===== src/rtl/b64se_pkg.sv =====
// shared types, constants and alphabet lookup for the base64 stream encoder
package b64se_pkg;

   // field widths
   localparam int BYTE_W    = 8;
   localparam int CODE_W    = 7;
   localparam int SEXTET_W  = 6;
   localparam int MAX_SYMS  = 4;
   localparam int SYM_IDX_W = $clog2(MAX_SYMS);

   // job queue between front and back
   localparam int QUEUE_DEPTH = 2;
   localparam int QPTR_W      = $clog2(QUEUE_DEPTH);
   localparam int QCNT_W      = $clog2(QUEUE_DEPTH + 1);

   // ascii codes
   localparam logic [CODE_W-1:0] PAD_CODE   = 7'd61;  // '='
   localparam logic [CODE_W-1:0] PLUS_CODE  = 7'd43;  // '+'
   localparam logic [CODE_W-1:0] MINUS_CODE = 7'd45;  // '-'
   localparam logic [CODE_W-1:0] UPPER_A    = 7'd65;
   localparam logic [CODE_W-1:0] LOWER_A    = 7'd97;
   localparam logic [CODE_W-1:0] DIGIT_0    = 7'd48;

   // leftover count codes (pairs of held bits)
   localparam logic [1:0] LC_NONE = 2'd0;
   localparam logic [1:0] LC_TWO  = 2'd1;
   localparam logic [1:0] LC_FOUR = 2'd2;

   // one classified byte: up to four symbols to emit
   typedef struct packed {
      logic [MAX_SYMS-1:0][CODE_W-1:0] codes;
      logic [SYM_IDX_W-1:0]            last_idx;
      logic                            end_msg;
   } job_type;

   // queue status seen by front, back and top
   typedef struct packed {
      logic full;
      logic empty;
   } queue_stat_type;

   // sextet to ascii symbol
   function automatic logic [CODE_W-1:0] enc_sym(input logic [SEXTET_W-1:0] idx);
      logic [CODE_W-1:0] wide;
      wide = {1'b0, idx};
      case (idx) inside
         [6'd0:6'd25]:  enc_sym = UPPER_A + wide;
         [6'd26:6'd51]: enc_sym = LOWER_A + wide - 7'd26;
         [6'd52:6'd61]: enc_sym = DIGIT_0 + wide - 7'd52;
         6'd62:         enc_sym = PLUS_CODE;
         default:       enc_sym = MINUS_CODE;
      endcase
   endfunction

endpackage


===== src/rtl/b64se_front.sv =====
// front end: joins each byte with leftover bits and builds a symbol job
module b64se_front (
   input  logic                        clock,
   input  logic                        reset,
   input  logic                        push,
   input  logic [b64se_pkg::BYTE_W-1:0] data_byte,
   input  logic                        end_of_message,
   input  b64se_pkg::queue_stat_type   q_stat,
   output logic                        job_push,
   output b64se_pkg::job_type          job
);
   import b64se_pkg::*;

   logic [3:0] leftover_bits_ff, leftover_bits_in;
   logic [1:0] leftover_count_ff, leftover_count_in;

   logic [SEXTET_W-1:0]  sym0, sym1;
   logic [3:0]           rem_bits;
   logic [1:0]           rem_cnt;
   logic [SYM_IDX_W-1:0] regular_last;

   assign job_push = push && !q_stat.full;

   // split the joined bits into full sextets and a remainder
   always_comb begin
      sym1         = '0;
      regular_last = '0;
      case (leftover_count_ff)
         LC_TWO: begin
            sym0     = {leftover_bits_ff[1:0], data_byte[7:4]};
            rem_bits = data_byte[3:0];
            rem_cnt  = LC_FOUR;
         end
         LC_FOUR: begin
            sym0         = {leftover_bits_ff[3:0], data_byte[7:6]};
            sym1         = data_byte[5:0];
            rem_bits     = '0;
            rem_cnt      = LC_NONE;
            regular_last = SYM_IDX_W'(1);
         end
         default: begin
            sym0     = data_byte[7:2];
            rem_bits = {2'b00, data_byte[1:0]};
            rem_cnt  = LC_TWO;
         end
      endcase
   end

   // build the job, with flush symbol and padding at end of message
   always_comb begin
      job.codes    = {MAX_SYMS{PAD_CODE}};
      job.codes[0] = enc_sym(sym0);
      job.codes[1] = enc_sym(sym1);
      job.last_idx = regular_last;
      job.end_msg  = end_of_message;
      if (end_of_message) begin
         case (rem_cnt)
            LC_TWO: begin
               job.codes[1] = enc_sym({rem_bits[1:0], 4'b0000});
               job.last_idx = SYM_IDX_W'(3);
            end
            LC_FOUR: begin
               job.codes[1] = enc_sym({rem_bits[3:0], 2'b00});
               job.last_idx = SYM_IDX_W'(2);
            end
            default: begin
               job.last_idx = regular_last;
            end
         endcase
      end
   end

   // leftover state update
   always_comb begin
      leftover_bits_in  = leftover_bits_ff;
      leftover_count_in = leftover_count_ff;
      if (job_push) begin
         if (end_of_message) begin
            leftover_bits_in  = '0;
            leftover_count_in = LC_NONE;
         end else begin
            leftover_bits_in  = rem_bits;
            leftover_count_in = rem_cnt;
         end
      end
   end

   always_ff @(posedge clock) begin
      if (reset) begin
         leftover_bits_ff  <= '0;
         leftover_count_ff <= LC_NONE;
      end else begin
         leftover_bits_ff  <= leftover_bits_in;
         leftover_count_ff <= leftover_count_in;
      end
   end

endmodule


===== src/rtl/b64se_queue.sv =====
// short job queue between front and back
module b64se_queue (
   input  logic                      clock,
   input  logic                      reset,
   input  logic                      wr_en,
   input  b64se_pkg::job_type        wr_job,
   input  logic                      rd_en,
   output b64se_pkg::job_type        rd_job,
   output b64se_pkg::queue_stat_type stat
);
   import b64se_pkg::*;

   job_type           entry_ff [QUEUE_DEPTH];
   logic [QPTR_W-1:0] wr_ptr_ff, wr_ptr_in;
   logic [QPTR_W-1:0] rd_ptr_ff, rd_ptr_in;
   logic [QCNT_W-1:0] count_ff, count_in;
   logic              do_wr, do_rd;

   assign stat.full  = (count_ff == QCNT_W'(QUEUE_DEPTH));
   assign stat.empty = (count_ff == '0);
   assign do_wr      = wr_en && !stat.full;
   assign do_rd      = rd_en && !stat.empty;
   assign rd_job     = entry_ff[rd_ptr_ff];

   // pointer and count update
   always_comb begin
      wr_ptr_in = wr_ptr_ff;
      rd_ptr_in = rd_ptr_ff;
      count_in  = count_ff;
      if (do_wr) begin
         wr_ptr_in = (wr_ptr_ff == QPTR_W'(QUEUE_DEPTH - 1)) ? '0 : wr_ptr_ff + 1'b1;
      end
      if (do_rd) begin
         rd_ptr_in = (rd_ptr_ff == QPTR_W'(QUEUE_DEPTH - 1)) ? '0 : rd_ptr_ff + 1'b1;
      end
      if (do_wr && !do_rd) begin
         count_in = count_ff + 1'b1;
      end else if (do_rd && !do_wr) begin
         count_in = count_ff - 1'b1;
      end
   end

   always_ff @(posedge clock) begin
      if (reset) begin
         wr_ptr_ff <= '0;
         rd_ptr_ff <= '0;
         count_ff  <= '0;
      end else begin
         wr_ptr_ff <= wr_ptr_in;
         rd_ptr_ff <= rd_ptr_in;
         count_ff  <= count_in;
      end
   end

   // job storage
   always_ff @(posedge clock) begin
      if (do_wr) begin
         entry_ff[wr_ptr_ff] <= wr_job;
      end
   end

endmodule


===== src/rtl/b64se_back.sv =====
// back end: steps through a job into the output register, one symbol per cycle while it is free or popped
module b64se_back (
   input  logic                        clock,
   input  logic                        reset,
   input  b64se_pkg::job_type          job,
   input  b64se_pkg::queue_stat_type   q_stat,
   output logic                        job_pop,
   input  logic                        pop,
   output logic                        empty,
   output logic [b64se_pkg::CODE_W-1:0] symbol_code,
   output logic                        last_symbol
);
   import b64se_pkg::*;

   logic                 out_valid_ff, out_valid_in;
   logic [CODE_W-1:0]    code_ff, code_in;
   logic                 last_ff, last_in;
   logic [SYM_IDX_W-1:0] sym_idx_ff, sym_idx_in;
   logic                 load, at_last;

   assign empty       = !out_valid_ff;
   assign symbol_code = code_ff;
   assign last_symbol = last_ff;

   // load a new symbol when the output register is free or being taken
   assign load    = !q_stat.empty && (!out_valid_ff || pop);
   assign at_last = (sym_idx_ff == job.last_idx);
   assign job_pop = load && at_last;

   always_comb begin
      out_valid_in = out_valid_ff;
      sym_idx_in   = sym_idx_ff;
      code_in      = code_ff;
      last_in      = last_ff;
      if (load) begin
         out_valid_in = 1'b1;
         code_in      = job.codes[sym_idx_ff];
         last_in      = job.end_msg && at_last;
         sym_idx_in   = at_last ? '0 : sym_idx_ff + 1'b1;
      end else if (pop) begin
         out_valid_in = 1'b0;
      end
   end

   always_ff @(posedge clock) begin
      if (reset) begin
         out_valid_ff <= 1'b0;
         sym_idx_ff   <= '0;
      end else begin
         out_valid_ff <= out_valid_in;
         sym_idx_ff   <= sym_idx_in;
      end
      code_ff <= code_in;
      last_ff <= last_in;
   end

endmodule


===== src/rtl/base64_stream_encoder.sv =====
// top level of the base64 stream encoder: front, job queue and back
// with the back idle, a byte's job is registered in the queue, then its first symbol in the output register
// the back gives one symbol per cycle unless the output is held unpopped; a byte yields one to four symbols
// a two-entry job queue lets the front take bytes while the back drains earlier ones
// reset: synchronous, active high; clears leftover bits, queue and output register
module base64_stream_encoder (
   input  logic                         clock,
   input  logic                         reset,
   input  logic                         req_push,
   output logic                         req_full,
   input  logic [b64se_pkg::BYTE_W-1:0] req_data_byte,
   input  logic                         req_end_of_message,
   output logic                         rsp_empty,
   input  logic                         rsp_pop,
   output logic [b64se_pkg::CODE_W-1:0] rsp_symbol_code,
   output logic                         rsp_last_symbol
);
   import b64se_pkg::*;

   job_type        front_job, head_job;
   logic           job_push, job_pop;
   queue_stat_type q_stat;

   assign req_full = q_stat.full;

   // classify bytes into symbol jobs
   b64se_front u_front (
      .clock          (clock),
      .reset          (reset),
      .push           (req_push),
      .data_byte      (req_data_byte),
      .end_of_message (req_end_of_message),
      .q_stat         (q_stat),
      .job_push       (job_push),
      .job            (front_job)
   );

   // decoupling queue
   b64se_queue u_queue (
      .clock  (clock),
      .reset  (reset),
      .wr_en  (job_push),
      .wr_job (front_job),
      .rd_en  (job_pop),
      .rd_job (head_job),
      .stat   (q_stat)
   );

   // emit symbols
   b64se_back u_back (
      .clock       (clock),
      .reset       (reset),
      .job         (head_job),
      .q_stat      (q_stat),
      .job_pop     (job_pop),
      .pop         (rsp_pop),
      .empty       (rsp_empty),
      .symbol_code (rsp_symbol_code),
      .last_symbol (rsp_last_symbol)
   );

   // queue cannot be full and empty together
   assert property (@(posedge clock) disable iff (reset) !(q_stat.full && q_stat.empty))
      else $error("job queue full and empty at once");

   // output register starts empty after reset
   assert property (@(posedge clock) reset |=> rsp_empty)
      else $error("result present right after reset");

   // taking the last result with no job pending leaves the output empty
   assert property (@(posedge clock) disable iff (reset)
      (rsp_pop && !rsp_empty && q_stat.empty) |=> rsp_empty)
      else $error("result appeared with no job queued");

   // an accepted byte always leaves a job in the queue
   assert property (@(posedge clock) disable iff (reset)
      (req_push && !req_full && q_stat.empty) |=> !q_stat.empty)
      else $error("accepted byte lost before the queue");

endmodule

===== config.mk =====
export PLATFORM = sky130hd
export DESIGN_NAME = base64_stream_encoder
export DESIGN_NICKNAME = d
export VERILOG_FILES = /design/src/rtl/b64se_pkg.sv /design/src/rtl/b64se_front.sv /design/src/rtl/b64se_queue.sv /design/src/rtl/b64se_back.sv /design/src/rtl/base64_stream_encoder.sv
export SDC_FILE = /design/constraint.sdc
export NUM_CORES = 1
export LEC_CHECK = 0
export ABC_AREA = 1
export BUFFER_PORTS_ARGS = -buffer_cell sky130_fd_sc_hd__buf_2
export CORE_MARGIN = 4
export CORE_UTILIZATION = 35
export CTS_CLUSTER_DIAMETER = 60
export CTS_CLUSTER_SIZE = 16
export DETAILED_ROUTE_END_ITERATION = 12
export PLACE_DENSITY = 0.52
export SYNTH_ARGS = -nofsm -noshare
export SYNTH_HDL_FRONTEND = slang
export SYNTH_SLANG_ARGS = --single-unit

===== constraint.sdc =====
create_clock -name clock -period 2.13 [get_ports clock]
set_input_delay 0.1065 -clock clock [delete_from_list [all_inputs] [get_ports clock]]
set_output_delay 0.1065 -clock clock [all_outputs]
set_load 0.01 [all_outputs]

# Word level (Yosys, flattened, before mapping)
# Memories as Yosys holds them, arrays and structs flattened. A register that Yosys moved wholly into a read port is not among the register bits.
# Index checks and enable logic that the tools add are counted.
# totals
ff_bits,21
ramBits,34
input_bits,13
memories,1
# mem_list
memory,depth,width,read_ports,rd_ports_with_merged_regs,wr,line_no,source
u_queue.entry_ff,2,17,1,1,1,b64se_queue.sv:13,job_type entry_ff [QUEUE_DEPTH];
# op_classes
n_addsub,25
n_lt_le_gt_ge,25
n_eq_ne,8
muxes,38
reduce_logical,29
# ops
operator,count
$mux W7,14
$add A7 B6 Y7 const A,8
$le A6 B6 Y1 const B,8
$add A6 B6 Y7 const A,4
$sub A7 B5 Y7 const B,4
$sub A7 B6 Y7 const B,4
$ge A6 B1 Y1 const B,4
$ge A6 B5 Y1 const B,4
$ge A6 B6 Y1 const B,4
$le A6 B5 Y1 const B,4
$logic_and A1 B1 Y1,20
$bmux W7 S2,1
$pmux W7 S2,1
$eq A6 B6 Y1 const B,2
$pmux W6 S2,1
$mux W2,5
$mux W1,9
$pmux W2 S2,2
$pmux W4 S2,1
$eq A2 B2 Y1 const B,3
$mux W3,2
$mux W6,1
$logic_not A1 Y1,5
$add A2 B1 Y2 const B,2
9 further kinds,12

# Logic depth before layout (Yosys ltp)
# Gate-level depths: netlist of run 1.
# depth
word_depth,9
depth_mapped,18
mapped_depth_nobuf,17

# Cells and area by module
# From an unflattened synthesis of run 1, not the netlist that was laid out.
# hier_totals
cells_unflattened,530
hier_area_um2,5091.1
# modules_own_cells
module,n_inst,cells_each,area_per_inst_um2,seq_area_each_um2
b64se_queue,1,133,2493.6,1961.9
b64se_front,1,317,1931.9,120.1
b64se_back,1,80,665.6,300.3

# Least setup slack after synthesis of run 1
# Ideal clock, no wire load.
# synth_timing
path_kind,reg2reg
startpoint,reg u_front.leftover_count_ff[0]
endpoint,mem u_queue.entry_ff[0][6] in the netlist's numbering (data pin)
setup_ps,256
t_arrival_ps,2091
t_required_ps,1874
path_slack_ps,-218
path_stages_with_launch,17
n_path_buf,1
period_less_slack_ps,2348
cell_sequence,dfxtp_1 inv_1 ha_1 buf_2 nand2_1 nand2_1 nor2_2 ha_1 inv_1 nand3_1 nand2_1 nor2_1 nand2_1 nand2_1 nand2_1 nand2_1 nand2_1
# synth_rtl
item,line_no,source
from (decl),b64se_front.sv:15,"logic [1:0] leftover_count_ff, leftover_count_in;"
from (signal assigned),b64se_front.sv:94,leftover_count_ff <= leftover_count_in;
to (decl),b64se_queue.sv:13,

==> flow_summary.ini, run 1 <==
[run_status]
status = complete, but fails checks
failed_checks = setup timing

[floorplanning]
dieArea_mm2 = 0.0128
die_h_um = 113
rows = 38
core_mm2 = 0.0108
ios = 23
start_util = 0.358
die_width_um = 113

[placement]
gp_congestion = 0.842
io_buffer_count = 22
placed_cell_area_mm2 = 0.00463
hpwl_um = 7430

[worst_setup_path]
rr_worst_depth = 14
r2r-start = u_front.leftover_count_ff[0]
cp-start-kind = register
r2r-end = u_queue.entry_ff[0][16]
path_max_fanout = 8
cp_data_arrival_time_ps = 2200
end_kind = register
crit_type = reg -> reg
crit_end = u_queue.entry_ff[0][16]
regToRegSetupSlack_ps = -20
crit_start = u_front.leftover_count_ff[0]
worstPathRequired_ps = 2170

[pwr]
swShare = 0.379
intPower_mw = 2.53
p_switching_mw = 1.54
total_power_mw = 4.07
vdd.ir_drop.worst_mv = 0.464
p_leak_nw = 2.17
combPwrFrac = 0.465
p_seq_frac = 0.401
pwr-share-clk = 0.134
p_per_area_mw_per_mm2 = 764

[logic_synthesis]
synth_compound_area_frac = 0.111
synth_nets = 513
synth_area_mm2 = 0.00388
async_flop_share = 0
ys.flop_type = edfxtp_1
synthAdderAreaFrac = 0.0838
seq_area_frac_synth = 0.397
synth_edf_count = 42
synth.avg_cell_area_um2 = 8.19
yosys_register_bits = 56
synth_top_family_by_area = simple AND/OR/NAND/NOR gates
yosysUniqueCellTypes = 40
muxShareOfSynthArea = 0
yosys_warnings = 0
synth_xor_area_frac = 0.0384
postSynthCellCount = 474
synth-simple-area-share = 0.302

[global_routing]
first_global_vias = 3266
track_usage = 0.150
grt_start_max_net_pins = 18
grt_pass1_wl_um = 15900
antenna_found_initial = 0
grt_overflow_total = 0

[detailed_routing]
via_per_inst = 4.82
drcViolationCount = 0
wirelength_um = 9860
antenna_left = 0
first_pass_iters = 4
via_count = 3428
wire_per_inst_um = 13.9
drt_iter0_markers = 258

[min_path]
min_path_type = in -> reg

[sta]
fin_crit_sh = 1.01
clock_skew_ps = 11.3
worst_pin_slew_ps = 382
setup-violations-final = 8
relSlewSlack = 0.744
clock.fmax_ghz = 0.465
min_period_ps = 2150
rsz0062_at_grt = true
hold_viol_final = 0
setup_ws_ps = -20.5
finalMaxSlewViolations = 0

[cells_and_area]
nNetsFinal = 609
drive_gt1_frac = 0.422
diodes = 0
final_area_mm2 = 0.00533
syn2layout_area_growth_pct = 37.3
nFillCells = 1049

[clock_network]
numCtsBuffers = 5
cts.sinks = 56
cts_hold_buf = 0
cts.path.max_buffers = 2
clkLatencyLatePin_ps = 300
tritoncts = built
cts-root-buf = clkbuf_8
clk_pin_slew_ps = 100
h-tree-depth = 2

[run]
max_cap_violations = 0
-- registers in the layout, indices dropped and copies added, names as in the netlist, named ones only --
signal / flops
u_queue.wr_ptr_ff: 1
u_back.sym_idx_ff: 2
u_back.out_valid_ff: 1
u_front.leftover_count_ff: 2
u_queue.entry_ff: 34
u_back.last_symbol: 1
u_queue.rd_ptr_ff: 1
u_front.leftover_bits_ff: 4
u_back.symbol_code: 7
u_queue.count_ff: 2
-- power groups by stage --
stage	registers (mW)	logic (mW)	clock network (mW)
3_3_place_gp	1.66	1.71	0
2_1_floorplan	1.68	1.09	0
5_1_grt	1.66	2.13	0.615
4_1_cts	1.64	1.81	0.572
3_5_place_dp	1.66	1.72	0
6_report	1.63	1.89	0.545
-- worst min path at each step --
stage	start	end	slack, ps	depth (start not counted)
6_report	req_end_of_message	u_queue.entry_ff[0][0]	50	1
5_1_grt	req_end_of_message	u_queue.entry_ff[0][0]	40	1
4_1_cts	req_end_of_message	u_queue.entry_ff[0][0]	40	1
3_5_place_dp	req_end_of_message	u_queue.entry_ff[0][0]	370	1
3_3_place_gp	req_end_of_message	u_queue.entry_ff[0][0]	370	1
2_1_floorplan	req_end_of_message	u_queue.entry_ff[0][0]	210	0
-- synth_stat cells (5+ instances only) --
cell      number  area [µm²]
dfxtp_1       14         280
ha_1          26         325
inv_1         40         150
nor2_1        53         199
inv_2          6        22.5
o21ai_0       26         130
o21ai_1        9        45.0
nand3_2       13         130
o221ai_1       5        43.8
a21oi_1       24         120
xor2_1        14         123
nand2_2       11        68.8
edfxtp_1      42        1260
nor2_2         6        37.5
nand2_4        6        67.6
nand2_1       99         372
nand3_1       40         200
-- cell usage in the layout (no fill, tap or decap), drive strengths merged, types with 4 or more instances in the layout --
master	netlist	final
clkbuf	3	6
inv	47	47
xor2	14	14
edfxtp	42	42
nor3	6	6
o21ai	36	36
ha	26	26
buf	7	98
a21oi	25	25
o221ai	5	5
nor2	60	60
dfxtp	14	14
nand3	53	53
clkinv	2	4
nand2	116	116
-- repair_timing --
item	in CTS	in global routing
pin swaps	18	28
endpoints found under the setup margin	26	28
gates cloned	0	1
gates resized for setup	38	88
buffers inserted	2	10
-- stage by stage --
stage / worst slack, ps / util / hold WS [ps] / cells / setup TNS, ps
floorplan: 0.714 / - / 205 / 474 / 0
global placement: -92.7 / 0.428 / 371 / 690 / -1320
detailed placement: -130 / 0.428 / 368 / 690 / -1450
CTS: -22.1 / 0.452 / 41.1 / 700 / -65.5
global route: -202 / 0.492 / 38.8 / 711 / -4020
finish: -20.5 / 0.492 / 52.5 / 711 / -119
-- layer usage --
layer | global-route usage | up-vias | wire length, µm | part of all wire
met2 | 0.257 | 51 | 4890 | 0.50
met1 | 0.203 | 1598 | 4590 | 0.47
met5 | 0 | - | 0 | 0
met4 | 0.0321 | 0 | 118 | 0.012
met3 | 0.0187 | 9 | 258 | 0.026
li1 | - | 1770 | - | -
-- cell type report --
| type | count | area, µm² | area share |
|---|---|---|---|
| tap | 140 | 175 | 0.0329 |
| multi-input combinational | 359 | 2570 | 0.482 |
| sequential | 56 | 1550 | 0.290 |
| timing repair inverter | 1 | 6.26 | 0.00117 |
| inverter | 49 | 209 | 0.0392 |
| clock inverter | 2 | 11.3 | 0.00211 |
| clock buffer | 6 | 72.6 | 0.0136 |
| timing repair buffer | 98 | 739 | 0.139 |
-- worst max-delay path: stages (launching register included) --
cell and delay, ps:
dfxtp_2 360, inv_2 50, ha_4 190, buf_6 120
nand2_4 100, inv_4 50, ha_4 160, inv_2 60
o21ai_1 70, inv_1 110, nand3_2 140, nand2_4 160
a21oi_2 50, nor3_2 200, nor2_2 80
-- kinds of logic after synthesis --
group           Yosys count
compound gates           76
xor+xnor                 17
fa+ha+maj                26
buf+inv                  59
flops                    56
simple gates            240
(Power assumes the default switching activity.)
==> run 2: changes to the inputs <==
--- a/config.mk
+++ b/config.mk
@@ -5,7 +5,7 @@
 export SDC_FILE = /design/constraint.sdc
 export NUM_CORES = 1
 export LEC_CHECK = 0
-export ABC_AREA = 1
+export ABC_AREA = 0
 export BUFFER_PORTS_ARGS = -buffer_cell sky130_fd_sc_hd__buf_2
 export CORE_MARGIN = 4
 export CORE_UTILIZATION = 35
==> flow_summary.ini, run 2 <==
[run_status]
status = complete, but fails checks
failed_checks = setup timing

[worst_setup_path]
crit_type = reg -> reg
path_max_fanout = 6
end_kind = register
r2r-start = u_front.leftover_count_ff[0]
regToRegSetupSlack_ps = -580
worstPathRequired_ps = 2190
rr_worst_depth = 12
r2r-end = u_queue.entry_ff[1][7]
cp_data_arrival_time_ps = 2770
cp-start-kind = register

[sta]
worst_pin_slew_ps = 442
fin_crit_sh = 1.27
setup-violations-final = 28
relSlewSlack = 0.703
min_period_ps = 2710
finalMaxSlewViolations = 0
setup_ws_ps = -577
fin_setup_tns_ps = -8850
clock.fmax_ghz = 0.369
clock_skew_ps = 12.5
rsz0062_at_grt = true
hold_viol_final = 0

[min_path]
hold_end = u_back.out_valid_ff
hold_depth = 3
hold_start = rsp_pop
min_path_type = in -> reg

[floorplanning]
start_util = 0.365
ios = 23
die_width_um = 110
core_mm2 = 0.00995
die_h_um = 110
rows = 36
dieArea_mm2 = 0.0121

[logic_synthesis]
yosys_register_bits = 56
yosysTopAreaCell = edfxtp_1
seq_area_frac_synth = 0.425
synth_most_common_cell = edfxtp_1
synth_nets = 402
synthTopCellsByCount = edfxtp_1, nor2_1, ha_1
yosysUniqueCellTypes = 62
ys.flop_type = edfxtp_1
synthTopCellsByArea = edfxtp_1, ha_1, dfxtp_1
synth_area_mm2 = 0.00363
postSynthCellCount = 363
yosys_warnings = 0
async_flop_share = 0
synth_edf_count = 42
synth_top_area_frac = 0.348
synth.avg_cell_area_um2 = 10.0

[detailed_routing]
antenna_left = 0
drt_iter0_markers = 159
via_per_inst = 5.10
via_count = 3130
wirelength_um = 9440
wire_per_inst_um = 15.4
first_pass_iters = 5
drcViolationCount = 0

[cells_and_area]
instances_no_fill = 614
diodes = 0
nNetsFinal = 519
largest_reg_flops = 34
mostFrequentLayoutCells = buf_4, edfxtp_1, nor2_1
final_area_mm2 = 0.00519
drive_gt1_frac = 0.464
regMostFlops = u_queue.entry_ff
final_common_cell = buf_4
syn2layout_area_growth_pct = 43.1

[global_routing]
first_global_vias = 3213
grt_start_max_net_pins = 18
grt_pass1_wl_um = 15800
antenna_found_initial = 0
track_usage = 0.166
grt_overflow_total = 0

[pwr]
p_leak_nw = 2.04
vdd.ir_drop.worst_mv = 0.442
pwr-share-clk = 0.161
intPower_mw = 2.92
p_switching_mw = 1.51
swShare = 0.341
p_per_area_mw_per_mm2 = 853
combPwrFrac = 0.470
p_seq_frac = 0.369

[clock_network]
numCtsBuffers = 5
cts_hold_buf = 0
h-tree-depth = 2
cts.sinks = 56
cts-root-buf = clkbuf_8
cts.path.max_buffers = 2
clkLatencyLatePin_ps = 320
clk_pin_slew_ps = 100
tritoncts = built

[run]
max_cap_violations = 0

[placement]
io_buffer_count = 22
gp_congestion = 0.873
hpwl_um = 7040
placed_cell_area_mm2 = 0.00467
dp_cells = 587
place_ws_ps = -555
run 2: cell types whose count changed after synthesis, moves of 8 or more:
cell,before,now
nor2_1,53,37
o21ai_0,26,16
inv_1,40,17
clkbuf_1,3,11
nand2_2,11,0
nand3_1,40,17
nor2b_1,0,8
nand3_2,13,0
nor3_1,4,13
xor2_1,14,3
nand2_1,99,24
o211ai_1,0,8
run 2: metal layers:
layer  GRT usage  up-vias  share of wire
met3      0.0211       16          0.029
li1            -     1571              -
met2       0.289       67           0.52
met5           0        -              0
met1       0.217     1476           0.43
met4      0.0445        0          0.014
run 2: cells by family after synthesis:
group,after synthesis,share of synthesized area
AOI/OAI and AO/OA,88,0.174
xor gates and xnor gates,10,0.0241
adders and majority gates,26,0.0897
buffers and inverters,40,0.0510
DFF,56,0.425
muxes,12,0.0572
and+or+nand+nor,131,0.179
run 2: worst max-delay path by stage:
stage | startpoint | to | slack, ps | cells after the start
6_report | u_front.leftover_count_ff[0] | u_queue.entry_ff[1][7] | -580 | 12
2_1_floorplan | u_front.leftover_count_ff[0] | u_queue.entry_ff[0][7] | -490 | 12
4_1_cts | u_front.leftover_count_ff[0] | u_queue.entry_ff[1][7] | -550 | 12
5_1_grt | u_front.leftover_count_ff[0] | u_queue.entry_ff[1][7] | -690 | 12
3_5_place_dp | u_front.leftover_count_ff[0] | u_queue.entry_ff[1][7] | -550 | 12
3_3_place_gp | u_front.leftover_count_ff[0] | u_queue.entry_ff[1][12] | -480 | 12
run 2: final cells by class:
cell class | count | area (µm²)
Sequential cell | 56 | 1550
Tap cell | 133 | 166
Clock buffer | 6 | 72.6
Inverter | 20 | 92.6
Fill cell | 896 | 4760
Timing Repair Buffer | 130 | 990
Multi-Input combinational cell | 267 | 2290
Clock inverter | 2 | 38.8
run 2: power by group through the flow:
stage	Sequential [mW]	Clock (mW)	Combinational [mW]
after global placement	1.66	0	1.86
after detailed placement	1.67	0	1.88
after CTS	1.64	0.724	2.00
final	1.63	0.712	2.08
after global routing	1.67	0.773	2.30
after floorplan	1.67	0	1.15
run 2: stage by stage:
stage	utilization	total power, mW	hold WS, ps
2_1_floorplan	-	2.82	176
3_3_place_gp	0.469	3.51	388
3_5_place_dp	0.469	3.55	400
4_1_cts	0.506	4.36	65.0
5_1_grt	0.522	4.74	84.1
6_report	0.522	4.43	70.1
run 2: repair_timing:
item / CTS / global route
endpoints found under the setup margin: 28 / 29
pin swaps: 30 / 15
resized for setup: 40 / 24
setup buffers: 14 / 5
run 2: critical path, cell delays in order, from the launching register on:
cell,delay [ps]
dfxtp_2,350
inv_2,50
ha_4,240
buf_6,130
a221o_1,280
and2_4,170
inv_8,70
buf_6,100
o41ai_4,80
buf_4,150
o41ai_4,390
nor2_1,60
or3_1,380
